## src/design/icmp_echo_request_builder_unit_assert.svh

```systemverilog
// Assertion macros shared by the echo request builder modules.
`ifndef ICMP_ECHO_REQUEST_BUILDER_UNIT_ASSERT_SVH
`define ICMP_ECHO_REQUEST_BUILDER_UNIT_ASSERT_SVH

// Check on every rising edge, held off while reset is applied.
`define ERB_ASSERT_RUN(lbl, prop, msg) \
  lbl: assert property (@(posedge clk) disable iff (!rst_n) prop) else $error(msg);

// Check on every rising edge, reset included.
`define ERB_ASSERT_ALWAYS(lbl, prop, msg) \
  lbl: assert property (@(posedge clk) prop) else $error(msg);

`endif

```

## src/design/icmp_erb_pkg.sv

```systemverilog
// Types and constants shared by the echo request builder modules.
package icmp_erb_pkg;

  localparam int MAX_PACKET_BYTES = 256;
  localparam int HDR_BYTES        = 8;
  localparam int LEN_W            = 9;
  localparam int ID_W             = 16;
  localparam int SEQ_W            = 16;
  localparam int WORD_W           = 64;
  localparam int CNT_W            = 4;
  localparam int CFG_IDX_W        = 4;
  localparam int CFG_DATA_W       = 16;
  localparam int ACC_W            = 24;
  localparam int LETTER_W         = 5;
  localparam int ALPHABET         = 26;

  localparam logic [ID_W-1:0]  ECHO_ID_RESET   = 16'd12345;
  localparam logic [LEN_W-1:0] PKT_BYTES_RESET = 9'd64;
  localparam logic [7:0]       ICMP_TYPE_ECHO  = 8'd8;
  localparam logic [7:0]       ICMP_CODE_ECHO  = 8'd0;
  localparam logic [7:0]       CHAR_A          = 8'h41;

  typedef enum logic [CFG_IDX_W-1:0] {
    CFG_ECHO_IDENTIFIER = 4'd0,
    CFG_PACKET_BYTES    = 4'd1
  } cfg_reg_t;

  typedef struct packed {
    logic load;     // latch a new transaction
    logic acc_en;   // add one payload word to the checksum
    logic fold_en;  // fold the sum and rewind for output
    logic out_en;   // emit one packet word
  } erb_cmd_t;

  typedef struct packed {
    logic rem_zero;   // no bytes left in the current pass
    logic word_last;  // current word is the final one
  } erb_status_t;

endpackage

```

## src/design/icmp_erb_ctrl.sv

```systemverilog
// Sequencing controller for the echo request builder.
`include "icmp_echo_request_builder_unit_assert.svh"

module icmp_erb_ctrl
  import icmp_erb_pkg::*;
(
  input  logic        clk,
  input  logic        rst_n,
  input  logic        start,
  input  erb_status_t status,
  output erb_cmd_t    cmd,
  output logic        busy
);

  typedef enum logic [3:0] {
    ST_IDLE = 4'b0001,
    ST_SUM  = 4'b0010,
    ST_FOLD = 4'b0100,
    ST_EMIT = 4'b1000
  } erb_state_t;

  erb_state_t state_r, state_nxt;

  always_ff @(posedge clk) begin
    if (!rst_n) begin
      state_r <= ST_IDLE;
    end else begin
      state_r <= state_nxt;
    end
  end

  always_comb begin
    state_nxt = state_r;
    cmd       = '0;
    case (state_r)
      ST_IDLE: begin
        if (start) begin
          cmd.load  = 1'b1;
          state_nxt = ST_SUM;
        end
      end
      ST_SUM: begin
        if (status.rem_zero) begin
          state_nxt = ST_FOLD;
        end else begin
          cmd.acc_en = 1'b1;
        end
      end
      ST_FOLD: begin
        cmd.fold_en = 1'b1;
        state_nxt   = ST_EMIT;
      end
      ST_EMIT: begin
        cmd.out_en = 1'b1;
        if (status.word_last) begin
          state_nxt = ST_IDLE;
        end
      end
      default: begin
        state_nxt = ST_IDLE;
      end
    endcase
  end

  assign busy = (state_r != ST_IDLE);

  `ERB_ASSERT_RUN(a_start_enters_sum,
    (state_r == ST_IDLE && start) |=> (state_r == ST_SUM),
    "accepted transaction did not start the checksum pass")
  `ERB_ASSERT_RUN(a_last_word_idles,
    (state_r == ST_EMIT && status.word_last) |=> (state_r == ST_IDLE),
    "controller kept emitting after the final word")
  `ERB_ASSERT_ALWAYS(a_fold_once,
    cmd.fold_en |-> (!cmd.acc_en && !cmd.out_en && !cmd.load),
    "fold issued together with another command")

endmodule

```

## src/design/icmp_erb_dp.sv

```systemverilog
// Datapath: configuration, checksum accumulator and packet word generation.
`include "icmp_echo_request_builder_unit_assert.svh"

module icmp_erb_dp
  import icmp_erb_pkg::*;
(
  input  logic                  clk,
  input  logic                  rst_n,
  input  logic                  cfg_we,
  input  logic [CFG_IDX_W-1:0]  cfg_index,
  input  logic [CFG_DATA_W-1:0] cfg_wdata,
  input  logic [SEQ_W-1:0]      in_sequence_number,
  input  erb_cmd_t              cmd,
  output erb_status_t           status,
  output logic                  out_valid,
  output logic [WORD_W-1:0]     out_packet_word,
  output logic [CNT_W-1:0]      out_byte_count,
  output logic                  out_last_word
);

  logic [ID_W-1:0]     id_cfg_r;
  logic [LEN_W-1:0]    len_cfg_r;
  logic [ID_W-1:0]     id_r;
  logic [SEQ_W-1:0]    seq_r;
  logic [LEN_W-1:0]    len_r;
  logic [LEN_W-1:0]    rem_r;
  logic [LETTER_W-1:0] letter_r;
  logic [ACC_W-1:0]    acc_r;
  logic [15:0]         ck_r;
  logic                hdr_r;
  logic                out_valid_r;
  logic [WORD_W-1:0]   out_word_r;
  logic [CNT_W-1:0]    out_count_r;
  logic                out_last_r;

  logic [LEN_W-1:0]    eff_len;
  logic [LEN_W-1:0]    rem_step;
  logic [LETTER_W-1:0] letter_adv;
  logic [5:0]          letter_sum;
  logic [WORD_W-1:0]   pay_word;
  logic [WORD_W-1:0]   hdr_word;
  logic [17:0]         pair_sum;
  logic [16:0]         fold1;
  logic [15:0]         fold2;
  logic [5:0]          lane_idx [8];

  // Configuration registers
  always_ff @(posedge clk) begin
    if (!rst_n) begin
      id_cfg_r  <= ECHO_ID_RESET;
      len_cfg_r <= PKT_BYTES_RESET;
    end else if (cfg_we) begin
      if (cfg_index == CFG_ECHO_IDENTIFIER) begin
        id_cfg_r <= cfg_wdata[ID_W-1:0];
      end else if (cfg_index == CFG_PACKET_BYTES) begin
        len_cfg_r <= cfg_wdata[LEN_W-1:0];
      end
    end
  end

  // Clamp the length to the header and the packet buffer
  always_comb begin
    if (len_cfg_r < LEN_W'(HDR_BYTES)) begin
      eff_len = LEN_W'(HDR_BYTES);
    end else if (len_cfg_r > LEN_W'(MAX_PACKET_BYTES)) begin
      eff_len = LEN_W'(MAX_PACKET_BYTES);
    end else begin
      eff_len = len_cfg_r;
    end
  end

  assign rem_step = (rem_r <= LEN_W'(8)) ? '0 : rem_r - LEN_W'(8);

  always_comb begin
    letter_sum = 6'(letter_r) + 6'd8;
    if (letter_sum >= 6'(ALPHABET)) begin
      letter_sum = letter_sum - 6'(ALPHABET);
    end
    letter_adv = letter_sum[LETTER_W-1:0];
  end

  // Payload lanes: letters wrap through the alphabet, zero past the end
  always_comb begin
    for (int b = 0; b < 8; b++) begin
      lane_idx[b] = 6'(letter_r) + 6'(b);
      if (lane_idx[b] >= 6'(ALPHABET)) begin
        lane_idx[b] = lane_idx[b] - 6'(ALPHABET);
      end
      if (rem_r > LEN_W'(b)) begin
        pay_word[8*b +: 8] = CHAR_A + {3'b000, lane_idx[b][LETTER_W-1:0]};
      end else begin
        pay_word[8*b +: 8] = 8'h00;
      end
    end
  end

  // Big-endian 16-bit pairs of the payload word
  always_comb begin
    pair_sum = '0;
    for (int j = 0; j < 4; j++) begin
      pair_sum = pair_sum + 18'({pay_word[16*j +: 8], pay_word[16*j+8 +: 8]});
    end
  end

  assign hdr_word = {seq_r[7:0], seq_r[15:8], id_r[7:0], id_r[15:8],
                     ck_r[7:0], ck_r[15:8], ICMP_CODE_ECHO, ICMP_TYPE_ECHO};

  assign fold1 = {1'b0, acc_r[15:0]} + 17'(acc_r[ACC_W-1:16]);
  assign fold2 = fold1[15:0] + 16'(fold1[16]);

  always_ff @(posedge clk) begin
    if (cmd.load) begin
      id_r     <= id_cfg_r;
      seq_r    <= in_sequence_number;
      len_r    <= eff_len;
      rem_r    <= eff_len - LEN_W'(HDR_BYTES);
      letter_r <= '0;
      acc_r    <= ACC_W'({ICMP_TYPE_ECHO, ICMP_CODE_ECHO}) + ACC_W'(id_cfg_r)
                  + ACC_W'(in_sequence_number);
    end
    if (cmd.acc_en) begin
      acc_r    <= acc_r + ACC_W'(pair_sum);
      rem_r    <= rem_step;
      letter_r <= letter_adv;
    end
    if (cmd.fold_en) begin
      ck_r     <= ~fold2;
      rem_r    <= len_r;
      letter_r <= '0;
      hdr_r    <= 1'b1;
    end
    if (cmd.out_en) begin
      out_word_r  <= hdr_r ? hdr_word : pay_word;
      out_count_r <= (rem_r >= LEN_W'(8)) ? CNT_W'(8) : rem_r[CNT_W-1:0];
      out_last_r  <= (rem_r <= LEN_W'(8));
      rem_r       <= rem_step;
      hdr_r       <= 1'b0;
      if (!hdr_r) begin
        letter_r <= letter_adv;
      end
    end
  end

  always_ff @(posedge clk) begin
    if (!rst_n) begin
      out_valid_r <= 1'b0;
    end else begin
      out_valid_r <= cmd.out_en;
    end
  end

  assign status.rem_zero  = (rem_r == '0);
  assign status.word_last = (rem_r <= LEN_W'(8));

  assign out_valid       = out_valid_r;
  assign out_packet_word = out_word_r;
  assign out_byte_count  = out_count_r;
  assign out_last_word   = out_last_r;

  `ERB_ASSERT_RUN(a_words_contiguous,
    (out_valid_r && !out_last_r) |=> out_valid_r,
    "gap between words of one packet")
  `ERB_ASSERT_RUN(a_gap_after_last,
    (out_valid_r && out_last_r) |=> !out_valid_r,
    "word strobed right after the final word")
  `ERB_ASSERT_RUN(a_short_only_last,
    (out_valid_r && out_count_r != CNT_W'(8)) |-> out_last_r,
    "partial word that is not the final word")

endmodule

```

## src/design/icmp_echo_request_builder_unit.sv

```systemverilog
// Sequence after start is taken: load, checksum pass, fold, then emit registered words.
// A new start is taken only once the controller is idle after the final word is issued.
// The serial checksum pass, one 8-byte word a cycle, runs before the header word goes out.
// Words then stream on consecutive cycles; the receiver cannot stall.
// Synchronous active-low reset: identifier 12345, length 64, controller idle, no strobe.
module icmp_echo_request_builder_unit
  import icmp_erb_pkg::*;
(
  input  logic                  clk,
  input  logic                  rst_n,
  input  logic                  start,
  output logic                  busy,
  input  logic [SEQ_W-1:0]      in_sequence_number,
  input  logic                  cfg_we,
  input  logic [CFG_IDX_W-1:0]  cfg_index,
  input  logic [CFG_DATA_W-1:0] cfg_wdata,
  output logic                  out_valid,
  output logic [WORD_W-1:0]     out_packet_word,
  output logic [CNT_W-1:0]      out_byte_count,
  output logic                  out_last_word
);

  erb_cmd_t    cmd;
  erb_status_t status;

  icmp_erb_ctrl u_ctrl (
    .clk    (clk),
    .rst_n  (rst_n),
    .start  (start),
    .status (status),
    .cmd    (cmd),
    .busy   (busy)
  );

  icmp_erb_dp u_dp (
    .clk                (clk),
    .rst_n              (rst_n),
    .cfg_we             (cfg_we),
    .cfg_index          (cfg_index),
    .cfg_wdata          (cfg_wdata),
    .in_sequence_number (in_sequence_number),
    .cmd                (cmd),
    .status             (status),
    .out_valid          (out_valid),
    .out_packet_word    (out_packet_word),
    .out_byte_count     (out_byte_count),
    .out_last_word      (out_last_word)
  );

endmodule

```

## config.mk

```make
export PLATFORM = sky130hd
export DESIGN_NAME = icmp_echo_request_builder_unit
export DESIGN_NICKNAME = d
export VERILOG_FILES = /design/src/design/icmp_erb_pkg.sv /design/src/design/icmp_erb_ctrl.sv /design/src/design/icmp_erb_dp.sv /design/src/design/icmp_echo_request_builder_unit.sv
export VERILOG_INCLUDE_DIRS = /design/src /design/src/design
export SDC_FILE = /design/constraint.sdc
export NUM_CORES = 1
export LEC_CHECK = 0
export BUFFER_PORTS_ARGS = -buffer_cell sky130_fd_sc_hd__buf_2
export CORE_MARGIN = 8
export CORE_UTILIZATION = 40
export CTS_BUF_LIST = sky130_fd_sc_hd__clkbuf_16
export CTS_CLUSTER_DIAMETER = 120
export DETAILED_ROUTE_END_ITERATION = 16
export SYNTH_ARGS = -nofsm -noshare
export SYNTH_HDL_FRONTEND = slang
export SYNTH_SLANG_ARGS = --single-unit
```

## constraint.sdc

```tcl
create_clock -name clk -period 7.1 [get_ports clk]
set_input_delay 1.065 -clock clk [delete_from_list [all_inputs] [get_ports clk]]
set_output_delay 1.065 -clock clk [all_outputs]
set_load 0.03 [all_outputs]
```

## After elaboration in Yosys (flattened, before gate mapping)

Cells that the tools add are included.

- Register bits: 195
- Bits of input ports: 40
- Output and inout port bits: 71
- Logic and storage cells: 132

- Add/subtract/negate cells: 35
- Order comparisons: 21
- Eq/ne operators: 9
- Multiplexer cells: 42
- Bitwise gates (word level): 2
- Reduce and logical (&&, ||, !) cells: 7

Operators by type and width:

| operator | count |
|---|---|
| $mux 5 | 14 |
| $add 7x5->8 const A | 8 |
| $mux 64 | 1 |
| $mux 8 | 8 |
| $mux 9 | 7 |
| $ge 6x5->1 const B | 8 |
| $mux 24 | 2 |
| $sub 5x5->5 const B | 9 |
| $add 18x16->18 | 2 |
| $gt 9x3->1 const B | 4 |
| $add 24x16->24 | 1 |
| $add 24x18->24 | 1 |
| $add 5x3->6 const B | 4 |
| $gt 9x1->1 const B | 2 |
| $gt 9x2->1 const B | 2 |
| $sub 9x4->9 const B | 2 |
| $add 12x16->17 const A | 1 |
| $add 16x16->17 | 1 |
| $add 16x8->17 | 1 |
| $add 16x1->16 | 1 |
| $not 16->16 | 1 |
| $pmux 4 s4 | 1 |
| $add 5x2->6 const B | 2 |
| $mux 4 | 3 |
| other kinds (21) | 30 |

## Longest topological paths before layout

Gate-level depths: netlist of the first run.

- Depth in word-level cells: 10
- Gate-level depth with buffers: 35
- Mapped depth without buffers: 33

## Hierarchy

A second synthesis of the first run with hierarchy kept.

- Cells, all modules: 1425
- Area total of the unflattened synthesis: 13852.0 um^2

By module, submodules not included:

| module | instances | cells an instance | area each (um^2) | seq. area each (um^2) |
|---|---|---|---|---|
| icmp_erb_dp | 1 | 1395 | 13576.8 | 5365.1 |
| icmp_erb_ctrl | 1 | 30 | 275.3 | 80.1 |

## Worst setup path after synthesis of the first run

Ideal clock, no wire load.

- Path kind: register to register
- From: register u_dp.letter_r[1]
- To: register u_dp.acc_r[19], data pin
- Setup time: 0.265 ns
- Data arrival time: 6.995 ns
- Required time: 6.835 ns
- Slack: -0.160 ns
- Stages on the path, launching flop included: 33
- Buffers on the path: 2
- Clock period less this slack: 7.260 ns
- Cell sequence: dfxtp_1 -> buf_2 -> clkinv_1 -> ha_1 -> buf_2 -> nor2b_1 -> nand2_1 -> a31oi_1 -> xnor2_1 -> ha_1 -> and2_4 -> fa_1 -> a21oi_1 -> nor2_1 -> nor2_1 -> o21bai_1 -> a21oi_1 -> xor2_1 -> fa_1 -> inv_1 -> ha_1 -> nor3_1 -> nor2_1 -> inv_1 -> o311ai_0 -> a31o_2 -> a21oi_1 -> xnor2_1 -> ha_1 -> or2_2 -> a21oi_1 -> a211oi_1 -> mux2i_1

- Word-level cells in the longest chain between the ends: 10
- Elaborated cells between the ends (all ways): 52
- Those cells by class: 27 x add/sub; 8 x order compare; 17 x mux

Ends and longest elaborated chain:

| element | RTL line | RTL |
|---|---|---|
| start, declared | icmp_erb_dp.sv:27 | `logic [LETTER_W-1:0] letter_r;` |
| start signal, assigned | icmp_erb_dp.sv:124 | `letter_r <= letter_adv;` |
| start signal, assigned | icmp_erb_dp.sv:139 | `letter_r <= letter_adv;` |
| $add 5x1->6 / $add 5x2->6 (equally long branches) | icmp_erb_dp.sv:85 | `lane_idx[b] = 6'(letter_r) + 6'(b);` |
| $sub 5x5->5 / $ge 6x5->1 (equally long branches) | icmp_erb_dp.sv:87, icmp_erb_dp.sv:86 |  |
| $mux 5 | icmp_erb_dp.sv:86 | `if (lane_idx[b] >= 6'(ALPHABET)) begin` |
| $add 7x5->8 | icmp_erb_dp.sv:90 | `pay_word[8*b +: 8] = CHAR_A + {3'b000, lane_idx[b][LETTER_W-1:0]};` |
| $mux 8 | icmp_erb_dp.sv:89 | `if (rem_r > LEN_W'(b)) begin` |
| $add 16x16->17 | icmp_erb_dp.sv:101 | `pair_sum = pair_sum + 18'({pay_word[16*j +: 8], pay_word[16*j+8 +: 8]});` |
| $add 18x16->18 | icmp_erb_dp.sv:101 |  |
| $add 18x16->18 * | icmp_erb_dp.sv:101 |  |
| $add 24x18->24 * | icmp_erb_dp.sv:122 | `acc_r <= acc_r + ACC_W'(pair_sum);` |
| $mux 24 * | icmp_erb_dp.sv:121 | `if (cmd.acc_en) begin` |
| end signal, assigned | icmp_erb_dp.sv:118 | `acc_r <= ACC_W'({ICMP_TYPE_ECHO, ICMP_CODE_ECHO}) + ACC_W'(id_cfg_r)` |
| end signal, assigned | icmp_erb_dp.sv:122 |  |
| end, declared | icmp_erb_dp.sv:28 | `logic [ACC_W-1:0] acc_r;` |

Every way passes the cells marked *; elsewhere a longest branch is shown, timed or not.
A chain may end at the register's enable or synchronous reset.

## Final worst setup path of the first run

- From: register u_dp.letter_r[2]
- To: register u_dp.acc_r[15], data pin

Same word-level chain as after synthesis.

==> summary.txt, run 1 <==
Run status
  • Status: finished, final reports clean

Floorplanning
  • Core area: 0.0346 mm^2
  • Io pins: 111
  • Std cell rows: 68
  • Die width: 204 um
  • Die area: 0.0414 mm^2
  • Initial Util: 40.6%
  • Die Ht: 204 um

Detailed routing
  • WL final: 39700 um
  • ANT nets after route: 0
  • # DRC: 0
  • Wire per inst: 19.4 um
  • Drt first pass iters: 5
  • Routed vias: 11200
  • Avg Vias per Cell: 5.47
  • DRC marker count from the first detailed-route iteration: 717

Timing
  • Final worst setup slack: 0.319 ns
  • Worst slew margin: 38.8%
  • Period utilisation layout: 95.5%
  • Endpoints failing hold: 0
  • RSZ-0062 raised after global routing: no
  • Tmin final: 6.78 ns
  • Setup Skew: 0.0136 ns
  • Endpoints failing setup: 0
  • Slew Limit Fails: 0
  • Fmax: 147 MHz
  • Fin Setup TNS: 0 ns
  • Worst-margin pin slew: 0.912 ns

Layout
  • Layout net count: 1737
  • Synth-to-Final Area Change: 14.6%
  • Commonest non-fill, non-tap cells in the layout: edfxtp_1 (158), nand2_1 (149), buf_2 (108)
  • Most common cell after layout, fill and taps aside: edfxtp_1
  • Fraction of layout cells with a size suffix above 1: 18.4%
  • ANT cells: 0
  • Filler cells: 3334

Place
  • RePlAce Congestion: 0.938
  • Setup WS pre-CTS: 0.0995 ns
  • Port Buffers: 108
  • Detailed placement HPWL: 31400 um

Synthesis
  • Seq cells post-synth: 193
  • Register area share after synthesis: 38.7%
  • Synth top area share: 33.7%
  • Synth unique cells: 101
  • Ranking of synthesized cells by area: edfxtp_1 (34%), ha_1 (9.4%), dfxtp_1 (5.0%), xnor2_1 (4.6%), nand2_1 (4.0%)
  • Top_reg_cell synth: edfxtp_1
  • Synth warn: 0
  • Post-Syn Instances: 1443
  • Area leader, netlist: edfxtp_1
  • Avg Cell Area, Syn: 9.75 um^2
  • Cell Area, Synth: 0.0141 mm^2
  • Ys async rst share: 0%
  • EDFF count, synth: 158

CTS
  • Inserted Clock Buffers: 17
  • CTS tree: built
  • CTS sink cnt: 193
  • H-tree depth: 4
  • Clk_lat worst skew: 0.46 ns
  • Root buffer cell: clkbuf_16
  • CTS clk-pin slew, worst paths: 0.08 ns
  • Clk buf depth: 2

GRT
  • Vias in the first global route: 10600
  • Initial antenna violation count: 0
  • Total track usage: 18.7%
  • First-pass GRT wire length: 60900 um
  • Largest net degree at the start of global routing: 62
  • Grt total ovfl: 0

Critical path
  • Critical setup path kind: reg -> reg
  • Critical Path Max Stage Delay: 0.57 ns
  • Crit-path max FO: 12
  • CP max stage cell: fa_1
  • CP top delay family: adder cells
  • Critical path buffer and inverter count: 4
  • Crit. End Element: register
  • Startpoint Class: register
  • Worst EP required: 7.29 ns
  • Worst path arrival time: 6.97 ns

Pwr
  • Peak VDD IR: 0.175 mV
  • Psw: 1230 uW
  • Cell leakage power: 0.00653 uW
  • Power per Cell Area: 220 mW/mm^2
  • Gate power share: 32.6%
  • Clock power frac: 29.4%
  • Internal power: 2320 uW
  • Switch share: 34.6%
  • Power Total: 3550 uW
  • Flop pwr share: 38.0%

Run
  • MaxCap Viol Count: 0

Worst hold path
  • Hold WC Path Type: reg -> reg
## worst paths after layout
kind | depth (start not counted) | startpoint | slack [ns] | to
max | 27 | u_dp.letter_r[2] | 0.32 | u_dp.acc_r[15]
min | 0 | u_dp.id_cfg_r[9] | 0.48 | u_dp.id_r[9]
max reg2reg | 27 | u_dp.letter_r[2] | 0.32 | u_dp.acc_r[15]
min reg2reg | 0 | u_dp.id_cfg_r[9] | 0.48 | u_dp.id_r[9]
## metrics by stage
step / instances / hold slack (ns) / area [um^2] / utilization [%]
after floorplan: 1444 / 0.434 / 14100 / -
after global routing: 2039 / 0.490 / 16100 / 46.6
after global placement: 2003 / 0.471 / 15300 / 44.2
final: 2039 / 0.477 / 16100 / 46.6
after CTS: 2035 / 0.481 / 16000 / 46.1
after detailed placement: 2003 / 0.470 / 15300 / 44.2
## worst reg2reg max path, stage by stage, from the launching register on
cell,delay [ns]
dfxtp_4,0.39
buf_4,0.18
inv_1,0.25
ha_1,0.48
a21boi_0,0.34
xnor2_1,0.26
a41oi_2,0.25
xnor2_1,0.19
ha_1,0.28
nand2_1,0.12
fa_1,0.57
inv_1,0.05
ha_1,0.22
fa_1,0.40
a21o_1,0.18
a21oi_1,0.20
buf_4,0.15
o21bai_1,0.06
a21oi_1,0.18
xnor2_1,0.14
ha_1,0.35
nand4_1,0.10
nor3_1,0.14
nor2_1,0.10
and4b_1,0.22
o311ai_0,0.45
xnor2_1,0.18
mux2i_1,0.10
## state kept, by name, indices dropped and copies added (netlist names), 4 cells and up
name,flops
u_dp.acc_r,24
u_dp.id_cfg_r,16
u_dp.letter_r,5
u_dp.out_byte_count,4
u_ctrl.state_r,4
u_dp.len_r,9
u_dp.len_cfg_r,9
u_dp.id_r,16
u_dp.seq_r,16
u_dp.ck_r,16
u_dp.rem_r,9
u_dp.out_packet_word,62
## what timing repair did
action / in CTS / in global routing
hold buffers: 0 / 0
buffers inserted: 0 / 4
endpoints found under the setup margin: 0 / 12
gates resized for setup: 0 / 35
## final cells by class
| cell class | instances | area, um^2 | share of cell area [%] |
|---|---|---|---|
| Sequential cell | 193 | 5450 | 33.8 |
| Clock inverter | 11 | 119 | 0.737 |
| Timing Repair Buffer | 160 | 931 | 5.77 |
| Clock buffer | 21 | 526 | 3.26 |
| Inverter | 90 | 340 | 2.11 |
| Multi-Input combinational cell | 1109 | 8190 | 50.8 |
| Tap cell | 455 | 569 | 3.53 |
## cell usage after synthesis, types with 18 or more instances
master,n
inv_1,82
clkbuf_1,23
nor2b_1,22
a21o_1,19
xor2_1,41
and3_1,18
nand2b_1,22
nand2_1,149
nand3_1,35
nor3_1,42
fa_1,20
o21ai_0,70
a21oi_1,95
buf_2,19
dfxtp_1,35
ha_1,106
mux2i_1,32
xnor2_1,74
and2_1,27
edfxtp_1,158
nor2_1,87
## power groups by stage
stage          Sequential [uW]  Combinational, uW  Clock [uW]
2_1_floorplan             1350                820           0
3_3_place_gp              1370               1080           0
3_5_place_dp              1370               1080           0
5_1_grt                   1350               1270        1100
6_report                  1350               1160        1040
4_1_cts                   1350               1090        1070
## logic make-up (layout without fill, tap and decap cells)
kind of cell	after synthesis	after routing	share of synthesized area, %
AOI/OAI and AO/OA	338	338	16.0
other	1	2	0.0267
buffers and inverters	142	282	4.25
DFF	193	193	38.7
muxes	42	42	3.10
adders and majority gates	126	126	12.3
and+or+nand+nor	481	481	17.9
xor gates and xnor gates	120	120	7.78
## metal layers
metal / share of wire [%] / up-vias / GRT usage, %
li1: - / 5454 / -
met1: 47 / 5350 / 26.1
met2: 46 / 322 / 30.2
met3: 5.5 / 29 / 2.82
met4: 1.4 / 0 / 4.56
met5: 0 / - / 0
No activity file was read; power rests on OpenSTA's default activity.
==> inputs of run 2 (changes only) <==
==> constraint.sdc (replaced) <==
create_clock -name clk -period 6 [get_ports clk]
set_input_delay 0.9 -clock clk [delete_from_list [all_inputs] [get_ports clk]]
set_output_delay 0.9 -clock clk [all_outputs]
set_load 0.03 [all_outputs]
==> summary.txt, run 2 (synthesized netlist as in run 1, its figures left out) <==
GRT
  • Initial antenna violation count: 0 (unchanged)
  • First-pass GRT wire length: 64900 um (was 60900 um)
  • Grt total ovfl: 0 (unchanged)
  • Largest net degree at the start of global routing: 79 (was 62)
  • Vias in the first global route: 11600 (was 10600)
  • Total track usage: 20.0% (was 18.7%)

Layout
  • Finished Layout Cells: 2222 (was 2039)
  • Synth-to-Final Area Change: 28.8% (was 14.6%)
  • Fraction of layout cells with a size suffix above 1: 32.0% (was 18.4%)
  • Post-route cell area: 0.0181 mm^2 (was 0.0161 mm^2)
  • Commonest non-fill, non-tap cells in the layout: buf_4 (224), edfxtp_1 (158), nand2_1 (146) (was edfxtp_1 (158), nand2_1 (149), buf_2 (108))
  • Max FFs per register: 62 (unchanged)
  • Most common cell after layout, fill and taps aside: buf_4 (was edfxtp_1)
  • Layout net count: 1920 (was 1737)
  • ANT cells: 0 (unchanged)
  • Post-layout util: 52.4% (was 46.6%)

Timing
  • Final worst setup slack: -0.376 ns (was 0.319 ns)
  • Period utilisation layout: 106% (was 95.5%)
  • Worst slew margin: 47.0% (was 38.8%)
  • Tmin final: 6.38 ns (was 6.78 ns)
  • Fmax: 157 MHz (was 147 MHz)
  • Setup Skew: 0.0164 ns (was 0.0136 ns)
  • RSZ-0062 raised after global routing: yes (was no)
  • Endpoints failing hold: 0 (unchanged)
  • Endpoints failing setup: 12 (was 0)
  • Worst-margin pin slew: 0.795 ns (was 0.912 ns)
  • Slew Limit Fails: 0 (unchanged)

Floorplanning
  • Initial Util: 40.6% (unchanged)
  • Die Ht: 204 um (unchanged)
  • Io pins: 111 (unchanged)
  • Die area: 0.0414 mm^2 (unchanged)
  • Die width: 204 um (unchanged)
  • Core area: 0.0346 mm^2 (unchanged)
  • Std cell rows: 68 (unchanged)

CTS
  • CTS sink cnt: 193 (unchanged)
  • CTS tree: built (unchanged)
  • Inserted Clock Buffers: 17 (unchanged)
  • CTS clk-pin slew, worst paths: 0.08 ns (about the same)
  • Clk_lat worst skew: 0.46 ns (about the same)
  • Clk buf depth: 2 (unchanged)
  • Root buffer cell: clkbuf_16 (unchanged)
  • H-tree depth: 4 (unchanged)
  • CTS hold repair buffers: 0 (unchanged)

Critical path
  • Critical setup path kind: reg -> reg (unchanged)
  • Crit. End Element: register (unchanged)
  • Crit path from: u_dp.rem_r[6] (was u_dp.letter_r[2])
  • Reg-to-Reg End: u_dp.acc_r[18] (was u_dp.acc_r[15])
  • Startpoint Class: register (unchanged)
  • Crit-path max FO: 3 (was 12)
  • Critical Path Max Stage Delay: 0.58 ns (was 0.57 ns)
  • Most used cell, CP: nor2_1
  • Setup slack, reg-to-reg: -0.38 ns (was 0.32 ns)
  • Critical Path End: u_dp.acc_r[18] (was u_dp.acc_r[15])
  • Worst EP required: 6.21 ns (was 7.29 ns)
  • Worst-case reg-to-reg path depth: 32 (was 27)
  • Worst path arrival time: 6.58 ns (was 6.97 ns)
  • CP max stage cell: or4_4 (was fa_1)
  • R2r startpoint: u_dp.rem_r[6] (was u_dp.letter_r[2])

Pwr
  • Peak VDD IR: 0.239 mV (was 0.175 mV)
  • Cell leakage power: 0.00758 uW (was 0.00653 uW)
  • Power per Cell Area: 255 mW/mm^2 (was 220 mW/mm^2)
  • Power Total: 4620 uW (was 3550 uW)

Detailed routing
  • Avg Vias per Cell: 5.30 (was 5.47)
  • DRC marker count from the first detailed-route iteration: 798 (was 717)
  • # DRC: 0 (unchanged)
  • Drt first pass iters: 5 (unchanged)
  • Routed vias: 11800 (was 11200)
  • ANT nets after route: 0 (unchanged)
  • WL final: 42300 um (was 39700 um)
  • Wire per inst: 19.0 um (was 19.4 um)

Place
  • Post-DP Area: 0.0166 mm^2 (was 0.0153 mm^2)
  • Port Buffers: 108 (unchanged)
  • RePlAce Congestion: 0.880 (was 0.938)
  • Setup WS pre-CTS: -0.503 ns (was 0.0995 ns)
  • Dpl cells: 2155 (was 2003)
  • Detailed placement HPWL: 32900 um (was 31400 um)

Run status
  • Status: finished with violations (was finished, final reports clean)
  • Failing checks: negative setup slack

Run
  • MaxCap Viol Count: 0 (unchanged)

Worst hold path
  • Hold WC Path Type: reg -> reg (unchanged)
==> run 2: changes by cell type in the layout (fill, tap and decap cells not counted), sizes merged <==
cell and change:
clkbuf -4, clkinv +1, buf +183, inv +3
==> run 2: what timing repair did <==
action,CTS,global route
pin swaps,44,78
endpoints found under the setup margin,16,17
endpoints found under the hold margin,0,0
setup buffers,21,15
resized for setup,58,71
==> run 2: how the worst min path moves through the flow <==
stage | startpoint | endpoint | slack (ns) | depth (start not counted)
finish | u_dp.id_cfg_r[9] | u_dp.id_r[9] | 0.49 | 0
global route | u_dp.id_cfg_r[9] | u_dp.id_r[9] | 0.50 | 0
CTS | u_dp.id_cfg_r[9] | u_dp.id_r[9] | 0.50 | 0
detailed placement | u_dp.id_cfg_r[9] | u_dp.id_r[9] | 0.49 | 0
global placement | u_dp.id_cfg_r[12] | u_dp.id_r[12] | 0.49 | 0
floorplan | u_dp.id_cfg_r[0] | u_dp.id_r[0] | 0.43 | 0
==> run 2: cell type report <==
| cell class | count | area, um^2 |
|---|---|---|
| Multi-Input combinational cell | 1109 | 8810 |
| Timing Repair Buffer | 343 | 2360 |
| Tap cell | 455 | 569 |
| Clock inverter | 15 | 160 |
| Fill cell | 3160 | 16500 |
| Inverter | 90 | 349 |
| Clock buffer | 17 | 425 |
| Sequential cell | 193 | 5450 |
==> run 2: critical path, delay by kind of cell (launching register included) <==
kind            cells  cell delay (ns)
mux                 1             0.13
simple gates       11             1.90
compound gates      8             1.31
buf+inv             5             0.59
flops               1             0.41
xor+xnor            2             0.22
fa+ha+maj           5             1.56
==> run 2: where the power goes <==
part	leakage (uW)	internal [uW]	switching (uW)
clock network	0.000293	562	592
registers	0.00171	1530	64.1
logic	0.00558	877	991
==> run 2: metal layers <==
| metal | wire length (um) | track usage, % | vias to the layer above |
|---|---|---|---|
| li1 | - | - | 5826 |
| met1 | 19800 | 27.4 | 5630 |
| met2 | 20100 | 32.9 | 266 |
| met3 | 1650 | 2.67 | 45 |
| met4 | 820 | 5.67 | 0 |
| met5 | 0 | 0 | - |
==> run 2: metrics by stage <==
stage | hold slack (ns) | TNS (ns)
global route | 0.505 | -7.81
CTS | 0.500 | -2.24
global placement | 0.491 | -3.05
finish | 0.495 | -3.52
floorplan | 0.434 | -1.30
detailed placement | 0.488 | -4.39
